### config.mk
export PLATFORM = sky130hd
export DESIGN_NAME = utf8_to_ucs2_stream_decoder_unit
export DESIGN_NICKNAME = d
export VERILOG_FILES = /design/src/rtl/u2u_pkg.sv /design/src/rtl/u2u_in_stage.sv /design/src/rtl/u2u_core.sv /design/src/rtl/u2u_out_stage.sv /design/src/rtl/utf8_to_ucs2_stream_decoder_unit.sv
export SDC_FILE = /design/constraint.sdc
export NUM_CORES = 1
export LEC_CHECK = 0
export BUFFER_PORTS_ARGS = -buffer_cell sky130_fd_sc_hd__buf_2
export CAP_MARGIN = 20
export CORE_MARGIN = 5
export CORE_UTILIZATION = 34
export CTS_BUF_LIST = sky130_fd_sc_hd__clkbuf_8
export CTS_CLUSTER_SIZE = 12
export DETAILED_ROUTE_END_ITERATION = 8
export PLACE_DENSITY = 0.58
export SYNTH_ARGS = -nofsm -noshare
export SYNTH_HDL_FRONTEND = slang
export SYNTH_SLANG_ARGS = --single-unit
### constraint.sdc
create_clock -name clk -period 5.3 [get_ports clk]
set_clock_uncertainty 0.1 [all_clocks]
set_input_delay 0.53 -clock clk [delete_from_list [all_inputs] [get_ports clk]]
set_output_delay 0.53 -clock clk [all_outputs]
set_load 0.02 [all_outputs]
### src/rtl/u2u_pkg.sv
// Shared types and constants for the UTF-8 to UCS-2 stream decoder.
`default_nettype none
package u2u_pkg;

  localparam logic [7:0] ASCII_LIMIT = 8'h80;
  localparam logic [7:0] LEAD3_MASK  = 8'hE0;
  localparam logic [7:0] LEAD2_MASK  = 8'hC0;
  localparam logic [7:0] LEAD3_BITS  = 8'h0F;
  localparam logic [7:0] LEAD2_BITS  = 8'h1F;
  localparam logic [7:0] FOLLOW_BITS = 8'h3F;
  localparam logic [7:0] NUL_BYTE    = 8'h00;

  localparam logic [15:0] COUNT_MAX = 16'hFFFF;

  // Follower bytes still expected
  typedef logic [1:0] pending_t;

  // One decoded result
  typedef struct packed {
    logic [15:0] char_count;
    logic [15:0] code_point;
    logic        bad_sequence;
    logic        end_of_string;
  } result_t;

  // Handshake between two pipeline stages
  typedef struct packed {
    logic valid;
    logic ready;
  } link_t;

endpackage : u2u_pkg
`default_nettype wire

### src/rtl/u2u_in_stage.sv
// Input register stage: captures one byte request per cycle while the held byte moves on.
`default_nettype none
module u2u_in_stage (
  input  wire logic         clk,
  input  wire logic         rst,
  input  wire logic         s_tvalid,
  output logic              s_tready,
  input  wire logic [7:0]   s_tdata,
  input  wire logic         take,
  output u2u_pkg::link_t    link,
  output logic [7:0]        byte_in
);
  import u2u_pkg::*;

  logic full;

  // Accept when empty or when the held byte moves on this cycle
  assign s_tready   = !full || take;
  assign link.valid = full;
  assign link.ready = take;

  // Hold the valid flag
  always_ff @(posedge clk) begin
    if (rst) begin
      full <= 1'b0;
    end else if (s_tready) begin
      full <= s_tvalid;
    end
  end

  // Capture the byte
  always_ff @(posedge clk) begin
    if (s_tvalid && s_tready) begin
      byte_in <= s_tdata;
    end
  end

endmodule : u2u_in_stage
`default_nettype wire

### src/rtl/u2u_core.sv
// Decode state and next-result logic for one byte.
`default_nettype none
module u2u_core (
  input  wire logic             clk,
  input  wire logic             rst,
  input  wire u2u_pkg::link_t   link,
  input  wire logic [7:0]       byte_in,
  output logic                  emit,
  output u2u_pkg::result_t      result
);
  import u2u_pkg::*;

  pending_t    bytes_pending, bytes_pending_next;
  logic [15:0] partial_value, partial_value_next;
  logic [15:0] emitted_count, emitted_count_next;
  logic [15:0] count_bump;
  logic [15:0] follow_add;
  logic [15:0] merged;
  pending_t    pending_dec;
  logic        fire;

  assign fire        = link.valid && link.ready;
  assign count_bump  = (emitted_count == COUNT_MAX) ? emitted_count : emitted_count + 16'd1;
  assign pending_dec = bytes_pending - 2'd1;
  assign merged      = partial_value | follow_add;

  // Place follower bits by how many bytes remain after this one
  always_comb begin
    case (pending_dec)
      2'd0:    follow_add = {10'd0, byte_in[5:0] & FOLLOW_BITS[5:0]};
      2'd1:    follow_add = {4'd0, byte_in[5:0] & FOLLOW_BITS[5:0], 6'd0};
      2'd2:    follow_add = {byte_in[3:0] & FOLLOW_BITS[3:0], 12'd0};
      default: follow_add = 16'd0;
    endcase
  end

  // Next state and result for the byte at the head
  always_comb begin
    bytes_pending_next   = bytes_pending;
    partial_value_next   = partial_value;
    emitted_count_next   = emitted_count;
    emit                 = 1'b0;
    result.code_point    = 16'd0;
    result.bad_sequence  = 1'b0;
    result.end_of_string = 1'b0;
    result.char_count    = emitted_count;
    if (byte_in == NUL_BYTE) begin
      emit                 = 1'b1;
      result.bad_sequence  = (bytes_pending != 2'd0);
      result.end_of_string = 1'b1;
      bytes_pending_next   = 2'd0;
      partial_value_next   = 16'd0;
      emitted_count_next   = 16'd0;
    end else if (bytes_pending == 2'd0) begin
      if (byte_in < ASCII_LIMIT) begin
        emit               = 1'b1;
        emitted_count_next = count_bump;
        result.code_point  = {8'd0, byte_in};
        result.char_count  = count_bump;
      end else if ((byte_in & LEAD3_MASK) == LEAD3_MASK) begin
        partial_value_next = {byte_in[3:0] & LEAD3_BITS[3:0], 12'd0};
        bytes_pending_next = 2'd2;
      end else if ((byte_in & LEAD2_MASK) == LEAD2_MASK) begin
        partial_value_next = {5'd0, byte_in[4:0] & LEAD2_BITS[4:0], 6'd0};
        bytes_pending_next = 2'd1;
      end else begin
        emit                = 1'b1;
        result.bad_sequence = 1'b1;
      end
    end else begin
      bytes_pending_next = pending_dec;
      if (pending_dec == 2'd0) begin
        emit               = 1'b1;
        partial_value_next = 16'd0;
        emitted_count_next = count_bump;
        result.code_point  = merged;
        result.char_count  = count_bump;
      end else begin
        partial_value_next = merged;
      end
    end
  end

  // Advance state on each consumed byte
  always_ff @(posedge clk) begin
    if (rst) begin
      bytes_pending <= 2'd0;
      partial_value <= 16'd0;
      emitted_count <= 16'd0;
    end else if (fire) begin
      bytes_pending <= bytes_pending_next;
      partial_value <= partial_value_next;
      emitted_count <= emitted_count_next;
    end
  end

endmodule : u2u_core
`default_nettype wire

### src/rtl/u2u_out_stage.sv
// Output result register toward the downstream side.
`default_nettype none
module u2u_out_stage (
  input  wire logic              clk,
  input  wire logic              rst,
  input  wire logic              in_valid,
  input  wire logic              emit,
  input  wire u2u_pkg::result_t  result,
  output logic                   take,
  output logic                   m_tvalid,
  input  wire logic              m_tready,
  output logic [31:0]            m_tdata,
  output logic                   m_tlast,
  output logic [0:0]             m_tuser
);
  import u2u_pkg::*;

  result_t held;
  logic    load;

  // Consume the head byte when the register is free or drains this cycle
  assign take = in_valid && (!m_tvalid || m_tready);
  assign load = take && emit;

  // Hold the valid flag
  always_ff @(posedge clk) begin
    if (rst) begin
      m_tvalid <= 1'b0;
    end else if (take) begin
      m_tvalid <= emit;
    end else if (m_tready) begin
      m_tvalid <= 1'b0;
    end
  end

  // Capture the result
  always_ff @(posedge clk) begin
    if (load) begin
      held <= result;
    end
  end

  assign m_tdata    = {held.char_count, held.code_point};
  assign m_tlast    = held.end_of_string;
  assign m_tuser[0] = held.bad_sequence;

endmodule : u2u_out_stage
`default_nettype wire

### src/rtl/utf8_to_ucs2_stream_decoder_unit.sv
// Top level of the UTF-8 to UCS-2 stream decoder.
// An accepted byte waits in the input register; its result, if any, enters
// the result register once free. Throughput: one byte per cycle through the
// input register, decode logic and result register while results are taken.
// Reset: synchronous, clears both stage valid flags, the pending count, the
// partial value and the character count.
`default_nettype none
module utf8_to_ucs2_stream_decoder_unit (
  input  wire logic        clk,
  input  wire logic        rst,
  input  wire logic        s_tvalid,
  output logic             s_tready,
  input  wire logic [7:0]  s_tdata,   // [7:0] byte_in
  output logic             m_tvalid,
  input  wire logic        m_tready,
  output logic [31:0]      m_tdata,   // [15:0] code_point, [31:16] char_count
  output logic             m_tlast,   // end_of_string
  output logic [0:0]       m_tuser    // [0] bad_sequence
);
  import u2u_pkg::*;

  link_t       link;
  logic [7:0]  byte_in;
  logic        take;
  logic        emit;
  result_t     result;

  u2u_in_stage u_in (
    .clk      (clk),
    .rst      (rst),
    .s_tvalid (s_tvalid),
    .s_tready (s_tready),
    .s_tdata  (s_tdata),
    .take     (take),
    .link     (link),
    .byte_in  (byte_in)
  );

  u2u_core u_core (
    .clk     (clk),
    .rst     (rst),
    .link    (link),
    .byte_in (byte_in),
    .emit    (emit),
    .result  (result)
  );

  u2u_out_stage u_out (
    .clk      (clk),
    .rst      (rst),
    .in_valid (link.valid),
    .emit     (emit),
    .result   (result),
    .take     (take),
    .m_tvalid (m_tvalid),
    .m_tready (m_tready),
    .m_tdata  (m_tdata),
    .m_tlast  (m_tlast),
    .m_tuser  (m_tuser)
  );

endmodule : utf8_to_ucs2_stream_decoder_unit
`default_nettype wire

==> impl_results.md <==
- Outcome: finished clean
- Register bit total from synthesis: between 70 and 80
- Slew HR: roughly 29%
- Leak Pwr: approximately 1.5 nW
- VDD IR max: 150 uV
- Vias in the first global route: 2427
- Worst r2r src: u_in.byte_in[5]$_DFFE_PP_
- H-tree level count: 3
- Top cells by area, synth: edfxtp_1, dfxtp_1, a21oi_1, nor2_1, nand2_1
- Final worst-path cycle share: between 50% and 60%
- Clock transition at path regs: 0.08 ns
- CTS root buffer: clkbuf_8
- Placer Congestion: between 0.8 and 0.9
- Total power: 1.23 mW
- CTS tree: done
- Slowest-stage cell, CP: a211oi_4
- Chip height: 110 um
- Number of synthesized flops with an enable pin: 42
- Ys Warns: 0
- Hold crit path type: in2reg
- Sequential-to-total area share from yosys stat: about 58%
- Share of cells above drive strength 1: 20.2%
- Fillers: 941
- Max-capacitance violation count: 0
- Data arrival, critical path: 2.74 ns
- Worst slew pin tran: 1.07 ns
- Worst hold start: s_tdata[0]
- FF-to-FF End: u_out.m_tdata[29]$_DFFE_PP_
- CP max FO: 27
- Async SR Flop Fraction: 0%
- CTS Buffer Depth: 2
- FF-to-FF path depth: 4
- Clock latency on the worst-skew pair: ~0.35 ns
- Unrepaired setup endpoints after global routing: false
- Post-layout min period: approximately 2.8 ns
- Final wirelength: 7530 um
- Std cell rows: 36
- DR vias: around 2600
- Die width: about 110 um
- Area of the multi-input gates: between 1000 and 1500 um^2
- Antenna violations before repair: 0
- FF+latch area: 1980 um^2
- Setup TNS: 0 ns
- Fmax: around 350 MHz
- Worst Hold Depth: 1
- Num CTS Buffers: 9
- I/O Buffers: 47
- Crit path cell chain: nor4_1, nand2_1, a211oi_4, buf_4
- Quantity of gates resized following cts: 0
- GRT Total Usage: 13.2%
- Final nets: 379
- Hold Path End: u_in.byte_in[0]$_DFFE_PP_
- CTS Sinks: about 80
- WS Path Type: reg2reg
- Pwr/cell area: 308 nW/um^2
- Worst setup margin: between 2 and 2.5 ns
- Post-synth net total: roughly 340
- Crit path launch type: flop
- Setup crit end kind: flop
- Die ar.: roughly 12000 um^2
- Mapped cell area: between 3000 and 4000 um^2
- Reg-to-reg slack, setup: roughly 2.5 ns
- First-pass GRT wire length: ~12000 um
- Per-cell routed wire length: approximately 15 um
- Endpoints failing hold: 0
- Leading area contributor after synthesis: edfxtp_1
- Count of different cell masters after synthesis: 50
- Initial drt markers: 190
- Core Box Area: between 9000 and 10000 um^2
- Number of routed nets with antenna violations: 0
- Cells after Synth: about 320
- Worst EP required: around 5.2 ns
- Avg Inst Size Synth: between 10 and 15 um^2
- IO Count: between 40 and 50
- Post-place setup slack: about 2.5 ns
- Hold Buf Count CTS: 0
- Syn-to-layout area delta: 16.9%
- DRC: 0
- Post-synth top area share: a little under two fifths
- Grt ovf: 0
- Vias per cell: between 5 and 6
- Starting Density: approximately a third
- Largest net degree at the start of global routing: 28
- Final Setup Violations: 0
- First-pass detailed-route iteration total: 4
- Worst path max stage delay: 0.65 ns
- Ant diodes: 0
- Final Max Tran Viols: 0
- Detailed placement HPWL: 5250 um
- Ys flop type: edfxtp_1
- Post-CTS setup buffers: 0
-- flip-flops by register name (all words and copies together) (netlist names) --
name	cells
u_out.m_tvalid	1
u_out.m_tlast	1
u_in.full	1
u_core.partial_value	16
u_core.bytes_pending	2
u_out.m_tuser	1
u_core.emitted_count	16
u_out.m_tdata	32
u_in.byte_in	8
-- metal layers --
layer  GRT usage [%]  up-vias  routed length, um  share of wire [%]
li1                -     1293                  -                  -
met1            19.1     1196               3830                 51
met2            18.4       62               3100                 41
met3            3.03       13                445                5.9
met4            6.32        0                159                2.1
met5               0        -                  0                  0
-- cell usage after synthesis (all sizes together), types with 4 or more instances --
library cell  number
and3              16
buf                8
xnor2              6
nor3               4
nor4               6
inv                4
nand2b             5
a21oi             26
nand4              6
dfxtp             36
xor2               4
edfxtp            42
clkbuf             9
a22o               9
nand2             30
a31oi             15
nor2              32
o21ai             13
and2               4
nand3              8
-- worst max-delay path by stage --
stage / start / endpoint / slack (ns)
after floorplan: u_in.byte_in[5]$_DFFE_PP_ / u_out.m_tdata[0]$_SDFFCE_PP0P_ / 1.04
after global placement: u_in.byte_in[5]$_DFFE_PP_ / u_out.m_tdata[23]$_DFFE_PP_ / 2.50
after detailed placement: u_in.byte_in[5]$_DFFE_PP_ / u_out.m_tdata[0]$_SDFFCE_PP0P_ / 2.45
after CTS: u_in.byte_in[5]$_DFFE_PP_ / u_out.m_tdata[13]$_SDFFCE_PP0P_ / 2.39
after global routing: u_in.byte_in[5]$_DFFE_PP_ / u_out.m_tuser$_DFFE_PP_ / 2.28
final: u_in.byte_in[5]$_DFFE_PP_ / u_out.m_tdata[29]$_DFFE_PP_ / 2.47
-- worst max-delay path: cells and delay by family (launching register included) --
family	cells	cell delay, ns
DFF	1	0.51
and+or+nand+nor	2	0.78
AOI/OAI and AO/OA	1	0.65
buffers and inverters	1	0.44
-- through the flow --
step / instance area [um^2] / std cells / hold WS [ns] / utilization [%]
after floorplan: 3400 / 322 / 0.329 / -
after detailed placement: 3760 / 488 / 0.356 / 38.4
after global routing: 3980 / 504 / 0.240 / 40.7
after global placement: 3750 / 487 / 0.355 / 38.4
after CTS: 3980 / 504 / 0.244 / 40.7
final: 3980 / 504 / 0.255 / 40.7
-- report_power, final --
group	switching (mW)	total, mW	internal (mW)
Sequential	0.0116	0.664	0.652
Clock	0.210	0.486	0.276
Combinational	0.0525	0.0768	0.0243
Total	0.274	1.23	0.953
-- kinds of logic after synthesis --
| kind of cell | count (synthesis) | synth area share, % |
|---|---|---|
| AND/OR/NAND/NOR | 123 | 18.4 |
| AO/OA/AOI/OAI | 86 | 16.5 |
| flip-flops | 78 | 58.2 |
| buffers and inverters | 21 | 2.87 |
| XOR/XNOR | 10 | 2.57 |
| multiplexers | 3 | 1.10 |
| adder cells (fa/ha/maj) | 1 | 0.368 |
-- cell usage in the layout (no fill, tap or decap), types with 4 or more instances in the layout --
cell type  synthesis  routed
a21oi_1           26      26
a22o_1             9       9
a31oi_1           15      15
and3_1            16      16
buf_2              6      47
clkbuf_8           0      10
dfxtp_1           36      36
edfxtp_1          42      42
nand2_1           30      30
nand2b_1           5       5
nand3_1            8       8
nand4_1            6       6
nor2_1            32      32
nor4_1             6       6
o21ai_0           13      13
xnor2_1            6       6
xor2_1             4       4
-- cell type report --
type | instances | share of cell area, %
clock buffers | 10 | 3.46
clock inverters | 6 | 2.14
inverters | 4 | 0.377
multi-input cells | 223 | 33.6
flip-flops and latches | 78 | 49.8
well taps | 133 | 4.18
repair buffers | 50 | 6.48
(Power assumes the default switching activity.)
